===== config.mk =====
export PLATFORM = sky130hd
export DESIGN_NAME = bfem_window
export DESIGN_NICKNAME = d
export VERILOG_FILES = /design/src/rtl/box_filter_3x3_edge_mean_core_defines.svh /design/src/rtl/bfem_pkg.sv /design/src/rtl/bfem_window.sv
export SDC_FILE = /design/constraint.sdc
export NUM_CORES = 1
export LEC_CHECK = 0
export CORE_UTILIZATION = 54
export CTS_CLUSTER_SIZE = 28
export DETAILED_ROUTE_END_ITERATION = 8
export DONT_BUFFER_PORTS = 1
export MAX_ROUTING_LAYER = met4
export PLACE_DENSITY = 0.69
export SYNTH_ARGS = -nofsm -noshare
export SYNTH_HDL_FRONTEND = slang
export SYNTH_SLANG_ARGS = --single-unit

===== constraint.sdc =====
create_clock -name clk -period 6 [get_ports clk]
set_input_delay 1.2 -clock clk [delete_from_list [all_inputs] [get_ports clk]]
set_output_delay 1.2 -clock clk [all_outputs]
set_load 0.03 [all_outputs]

===== src/rtl/box_filter_3x3_edge_mean_core_defines.svh =====
// ----------------------------------------------------------------------------
// box_filter_3x3_edge_mean_core_defines.svh
// Assertion macros for the 3x3 edge mean filter core.
// ----------------------------------------------------------------------------
`ifndef BOX_FILTER_3X3_EDGE_MEAN_CORE_DEFINES_SVH
`define BOX_FILTER_3X3_EDGE_MEAN_CORE_DEFINES_SVH

// Condition holds at every edge outside reset.
`define BFEM_ASSERT_ALWAYS(label, cond, msg) \
	label: assert property (@(posedge clk) disable iff (!arst_n) (cond)) else $error(msg);

// Consequent holds in the same cycle as the antecedent.
`define BFEM_ASSERT_SAME(label, ante, cons, msg) \
	label: assert property (@(posedge clk) disable iff (!arst_n) (ante) |-> (cons)) \
		else $error(msg);

// Consequent holds in the cycle after the antecedent.
`define BFEM_ASSERT_NEXT(label, ante, cons, msg) \
	label: assert property (@(posedge clk) disable iff (!arst_n) (ante) |=> (cons)) \
		else $error(msg);

`endif


===== src/rtl/bfem_pkg.sv =====
// ----------------------------------------------------------------------------
// bfem_pkg
// Shared types, widths and the mean divider for the 3x3 edge mean filter.
// ----------------------------------------------------------------------------
package bfem_pkg;

	localparam int PIX_W    = 8;
	localparam int COORD_W  = 10;
	localparam int CFG_W    = 11;
	localparam int SUM_W    = 12;   // 9 * 255 fits
	localparam int MAX_RES  = 4;
	localparam int NRES_W   = 3;
	localparam int SLOT_W   = 2;
	localparam int CFG_RESET_SIZE = 10;

	// reciprocal multiply: exact for every sum this block can produce
	localparam int PROD_W = 24;
	localparam logic [SUM_W-1:0] RECIP_6 = 12'd2731;
	localparam int               SHIFT_6 = 14;
	localparam logic [SUM_W-1:0] RECIP_9 = 12'd3641;
	localparam int               SHIFT_9 = 15;

	typedef enum logic [1:0] {
		DIV_BY_4,
		DIV_BY_6,
		DIV_BY_9
	} div_sel_t;

	typedef struct packed {
		logic [SUM_W-1:0] sum;
		div_sel_t         div;
		logic             row_cur;   // 1: current row, 0: row above
		logic             col_cur;   // 1: current column, 0: column before
	} res_slot_t;

	typedef struct packed {
		logic r_ge1;
		logic r_ge2;
		logic r_last;
		logic c_ge1;
		logic c_ge2;
		logic c_last;
	} pos_flags_t;

	function automatic logic [PIX_W-1:0] mean_of(input logic [SUM_W-1:0] s,
	                                             input div_sel_t d);
		logic [PROD_W-1:0] prod;
		logic [PIX_W-1:0]  q;
		prod = '0;
		q    = '0;
		case (d)
			DIV_BY_4: begin
				q = PIX_W'(s >> 2);
			end
			DIV_BY_6: begin
				prod = PROD_W'(s) * PROD_W'(RECIP_6);
				q    = PIX_W'(prod >> SHIFT_6);
			end
			DIV_BY_9: begin
				prod = PROD_W'(s) * PROD_W'(RECIP_9);
				q    = PIX_W'(prod >> SHIFT_9);
			end
			default: begin
				q = '0;
			end
		endcase
		return q;
	endfunction

endpackage


===== src/rtl/bfem_window.sv =====
// ----------------------------------------------------------------------------
// bfem_window
// Two-column window and per-pixel result builder (sums and divisor codes).
// ----------------------------------------------------------------------------
module bfem_window (
	input  logic                                      clk,
	input  logic                                      arst_n,
	input  logic                                      clear,
	input  logic                                      step,
	input  logic [bfem_pkg::PIX_W-1:0]                top,
	input  logic [bfem_pkg::PIX_W-1:0]                mid,
	input  logic [bfem_pkg::PIX_W-1:0]                bot,
	input  bfem_pkg::pos_flags_t                      flags,
	output bfem_pkg::res_slot_t [bfem_pkg::MAX_RES-1:0] slots,
	output logic [bfem_pkg::NRES_W-1:0]               n_res
);

	localparam int SW = bfem_pkg::SUM_W;

	// w_q[0..2]: column c-2 (upper, middle, lower); w_q[3..5]: column c-1
	logic [bfem_pkg::PIX_W-1:0] w_q [6];

	logic [SW-1:0] up2, up1, up0, lo2, lo1, lo0;
	bfem_pkg::res_slot_t [bfem_pkg::MAX_RES-1:0] cand;
	logic [bfem_pkg::MAX_RES-1:0]                cand_en;
	bfem_pkg::res_slot_t [bfem_pkg::MAX_RES-1:0] slots_d;
	logic [bfem_pkg::NRES_W-1:0]                 cnt;

	always_comb begin
		up2 = (flags.r_ge2 ? SW'(w_q[0]) : '0) + SW'(w_q[1]) + SW'(w_q[2]);
		up1 = (flags.r_ge2 ? SW'(w_q[3]) : '0) + SW'(w_q[4]) + SW'(w_q[5]);
		up0 = (flags.r_ge2 ? SW'(top) : '0) + SW'(mid) + SW'(bot);
		lo2 = SW'(w_q[1]) + SW'(w_q[2]);
		lo1 = SW'(w_q[4]) + SW'(w_q[5]);
		lo0 = SW'(mid) + SW'(bot);

		// row above, column before
		cand_en[0]      = flags.r_ge1 && flags.c_ge1;
		cand[0].sum     = up1 + up0 + (flags.c_ge2 ? up2 : '0);
		cand[0].div     = (flags.r_ge2 && flags.c_ge2) ? bfem_pkg::DIV_BY_9 :
		                  (flags.r_ge2 || flags.c_ge2) ? bfem_pkg::DIV_BY_6 :
		                  bfem_pkg::DIV_BY_4;
		cand[0].row_cur = 1'b0;
		cand[0].col_cur = 1'b0;

		// row above, right edge column
		cand_en[1]      = flags.r_ge1 && flags.c_last;
		cand[1].sum     = up1 + up0;
		cand[1].div     = flags.r_ge2 ? bfem_pkg::DIV_BY_6 : bfem_pkg::DIV_BY_4;
		cand[1].row_cur = 1'b0;
		cand[1].col_cur = 1'b1;

		// last row, column before
		cand_en[2]      = flags.r_ge1 && flags.r_last && flags.c_ge1;
		cand[2].sum     = lo1 + lo0 + (flags.c_ge2 ? lo2 : '0);
		cand[2].div     = flags.c_ge2 ? bfem_pkg::DIV_BY_6 : bfem_pkg::DIV_BY_4;
		cand[2].row_cur = 1'b1;
		cand[2].col_cur = 1'b0;

		// last row, right edge column
		cand_en[3]      = flags.r_ge1 && flags.r_last && flags.c_last;
		cand[3].sum     = lo1 + lo0;
		cand[3].div     = bfem_pkg::DIV_BY_4;
		cand[3].row_cur = 1'b1;
		cand[3].col_cur = 1'b1;

		// pack enabled candidates in emission order
		slots_d = '0;
		cnt     = '0;
		for (int k = 0; k < bfem_pkg::MAX_RES; k++) begin
			if (cand_en[k]) begin
				slots_d[cnt[bfem_pkg::SLOT_W-1:0]] = cand[k];
				cnt = cnt + 1'b1;
			end
		end
	end

	always_ff @(posedge clk or negedge arst_n) begin
		if (!arst_n) begin
			for (int i = 0; i < 6; i++) begin
				w_q[i] <= '0;
			end
			n_res <= '0;
		end else if (clear) begin
			for (int i = 0; i < 6; i++) begin
				w_q[i] <= '0;
			end
		end else if (step) begin
			w_q[0] <= w_q[3];
			w_q[1] <= w_q[4];
			w_q[2] <= w_q[5];
			w_q[3] <= top;
			w_q[4] <= mid;
			w_q[5] <= bot;
			n_res  <= cnt;
		end
	end

	always_ff @(posedge clk) begin
		if (step) begin
			slots <= slots_d;
		end
	end

endmodule


==> flow_summary.toml <==
[sta]
slew-limit-headroom_pct = 34.6
fin_tns_setup_ns = 0
tightest_slew_ns = 0.977
hold_violations = 0
max_freq_mhz = 181
setup_viol = 0
slew_violations = 0
setup_ws_ns = 0.486
skew_ns = 0.0112
fin_crit_ns = 5.51
fin_crit_sh_pct = 91.9
timing.hold.ws_ns = 0.521
rsz0062_at_grt = "no"

[detailed_routing]
ant_nets = 0
post_drt_via_cell_ratio = 5.99
routed.top_layer = "met4"
dr_wl_met2_mm = 8.86
wl_mm = 18.8
drt_iter0_drc = 427
wl_met3_mm = 1.09
wl_per_cell_um = 18.7
first_pass_iters = 5
drt-met1-wl_mm = 8.51
vias = 6036
drc = 0

[synthesis]
synthFlopType = "edfxtp_1"
avgSynthCellArea_um2 = 10.1
yosys_warnings = 0
netlist_area_um2 = 8380
ys_seq_area_share_pct = 36.0
synth_edf_count = 58
synthCells = 828
ys_seq_elements = 109
yosysUniqueCellTypes = 63
async_reset_ff_share_pct = 46.8

[critical_path]
r2r.worst_path.cells = 17
start_kind = "primary input"
cp_max_fo = 27
rrSetupSlack_ns = 0.90
cp_cell_sequence = "and2_1 > fa_1 > fa_1 > fa_1 > ha_1 > fa_1 > a211oi_1 > o21bai_1 > a21oi_1 > xnor2_1 > ha_1 > a21oi_1 > nand2_1 > a21oi_1 > xnor2_1 > a221oi_1 > a211oi_1"
crit_buf_inv = 0
regToRegStartpoint = "w_q[18]$_DFFE_PN0P_"
cp-end-kind = "flop"
crit_family = "adder cells"
crit_path_top_delay_cell = "fa_1"
cp_slowest_stage_delay_ns = 0.52
crit_arrival_ns = 5.61
critical_path_class = "in -> reg"
required_ns = 6.10
path_common_cell = "fa_1"
r2r-end = "slots[13]$_DFFE_PP_"

[layout]
nets = 962
finalInstanceArea_um2 = 8780
area_delta_synth_final_pct = 4.80
fin_util_pct = 58.0
num_antenna_cells = 0
drive_above_1_share_pct = 4.03
n_fill_cell = 1253

[clock_network]
clk_latency_ns = 0.36
cts_resized = 0
cts_tree = "done"
clk_path_buf_depth = 2
cts-root-buf = "clkbuf_16"
cts_max_level = 3
cts_hold_buffers = 0
post_cts_buffers = 0
cts_inserted_buffers = 9
cts.sinks = 109
clk_pin_slew_worst_paths_ns = 0.08

[hold_path]
hold_path_class = "reg -> reg"
worstHoldEndpoint = "w_q[45]$_DFFE_PN0P_"
hold_depth = 2
worstHoldStart = "w_q[45]$_DFFE_PN0P_"

[global_route]
grt_pass1_wl_mm = 30.9
grt_antenna_before_repair = 0
grt_max_degree = 108
overflow = 0
grt_pass1_vias = 6105
track_usage_pct = 25.5

[floorplan]
rows = 45
die_w_um = 127
ios = 101
die_y_um = 127
die_area_um2 = 16000
initial_utilization_pct = 55.3
core_um2 = 15100

[run_status]
status = "finished, final reports clean"

[placed_design]
io_buffers = 0
place.gp.congestion = 0.982
placed_cell_area_um2 = 8500
preCtsSetupSlack_ns = 0.133
post-dp-hpwl_mm = 14.5

[power_and_ir_drop]
power.density_nw_per_um2 = 327
leakagePower_nw = 4.13
vdd_drop_max_mv = 0.149

[job]
cap_violations = 0
==> layer usage <==
metal,global-route usage (%),vias up
li1,-,2832
met1,33.7,2969
met2,40.1,200
met3,3.92,35
met4,9.00,0
met5,-,-
==> stage by stage <==
step           power [mW]  instances
2_1_floorplan        1.99        833
5_1_grt              3.05       1007
3_3_place_gp         2.23        991
6_report             2.87       1007
3_5_place_dp         2.28        991
4_1_cts              2.86       1007
==> area by class of cell <==
| cell class | count | area, um2 | area share [%] |
|---|---|---|---|
| clock buffers | 12 | 246 | 2.81 |
| repair buffers | 3 | 22.5 | 0.257 |
| well taps | 188 | 235 | 2.68 |
| clock inverters | 4 | 32.5 | 0.371 |
| multi-input cells | 602 | 4890 | 55.7 |
| flip-flops and latches | 109 | 3020 | 34.4 |
| inverters | 89 | 334 | 3.81 |
==> cells in the mapped netlist, types with 4 or more instances <==
library cell  instances  area share, %
buf_4                 6           0.54
nand3_1              14           0.84
xnor2_1              15            1.6
a21oi_1              36            2.2
a211oi_1             10           0.90
o22ai_1              23            1.7
a221oi_1             10            1.0
o211ai_1              4           0.36
nand2_1              55            2.5
o21a_1                8           0.72
buf_2                 6           0.36
nand2b_1              4           0.30
o21ai_0              42            2.5
fa_1                 53             13
inv_1                89            4.0
nor2_1               94            4.2
nor3_1                9           0.54
ha_1                 61            9.1
mux2i_1              51            6.1
o21bai_1              4           0.36
dfrtp_1              51             15
xor2_1               14            1.5
edfxtp_1             58             21
a21o_1               14            1.3
clkbuf_1             21           0.94
and2_1               22            1.6
and3_1                5           0.37
nor2b_1               5           0.37
==> cell usage in the layout (no fill, tap or decap), types with 22 or more instances in the layout <==
cell,instances
nor2_1,94
inv_1,89
ha_1,61
edfxtp_1,58
nand2_1,55
fa_1,53
mux2i_1,51
dfrtp_1,51
o21ai_0,42
a21oi_1,36
o22ai_1,23
and2_1,22
==> kinds of logic (layout without fill, tap and decap cells) <==
group | after synthesis | count (layout) | share of synthesized area [%]
other | 1 | 6 | 0.0448
adder cells (fa/ha/maj) | 114 | 114 | 21.8
flip-flops | 109 | 109 | 36.0
buffers and inverters | 122 | 108 | 5.83
multiplexers | 51 | 51 | 6.10
AO/OA/AOI/OAI | 181 | 181 | 15.0
AND/OR/NAND/NOR | 219 | 219 | 11.8
XOR/XNOR | 31 | 31 | 3.42
==> tightest hold or removal path, delay by kind of cell (launching register included) <==
kind	cells	cell delay [ns]
DFF	1	0.35
muxes	1	0.07
and+or+nand+nor	1	0.07
==> power breakdown <==
part           switching, mW  internal (mW)  total (mW)  leakage [nW]
combinational          0.802          0.517        1.32          2.71
sequential             0.119          0.864       0.982          1.28
clock                  0.275          0.298       0.573         0.138
==> registers in the layout (all words and copies together), names as in the netlist <==
signal / flops
w_q: 48
n_res: 3
slots: 58
==> how the worst max path moves through the flow <==
stage	endpoint	slack (ns)	from	cells after the start
detailed placement	slots[13]$_DFFE_PP_	0.13	flags[4]	17
global route	slots[13]$_DFFE_PP_	0.17	mid[2]	16
global placement	slots[13]$_DFFE_PP_	0.16	flags[4]	17
finish	slots[13]$_DFFE_PP_	0.49	flags[4]	17
CTS	slots[13]$_DFFE_PP_	0.49	mid[2]	16
floorplan	slots[13]$_DFFE_PP_	0.34	flags[4]	18
Power figures use the tool's default switching activity.
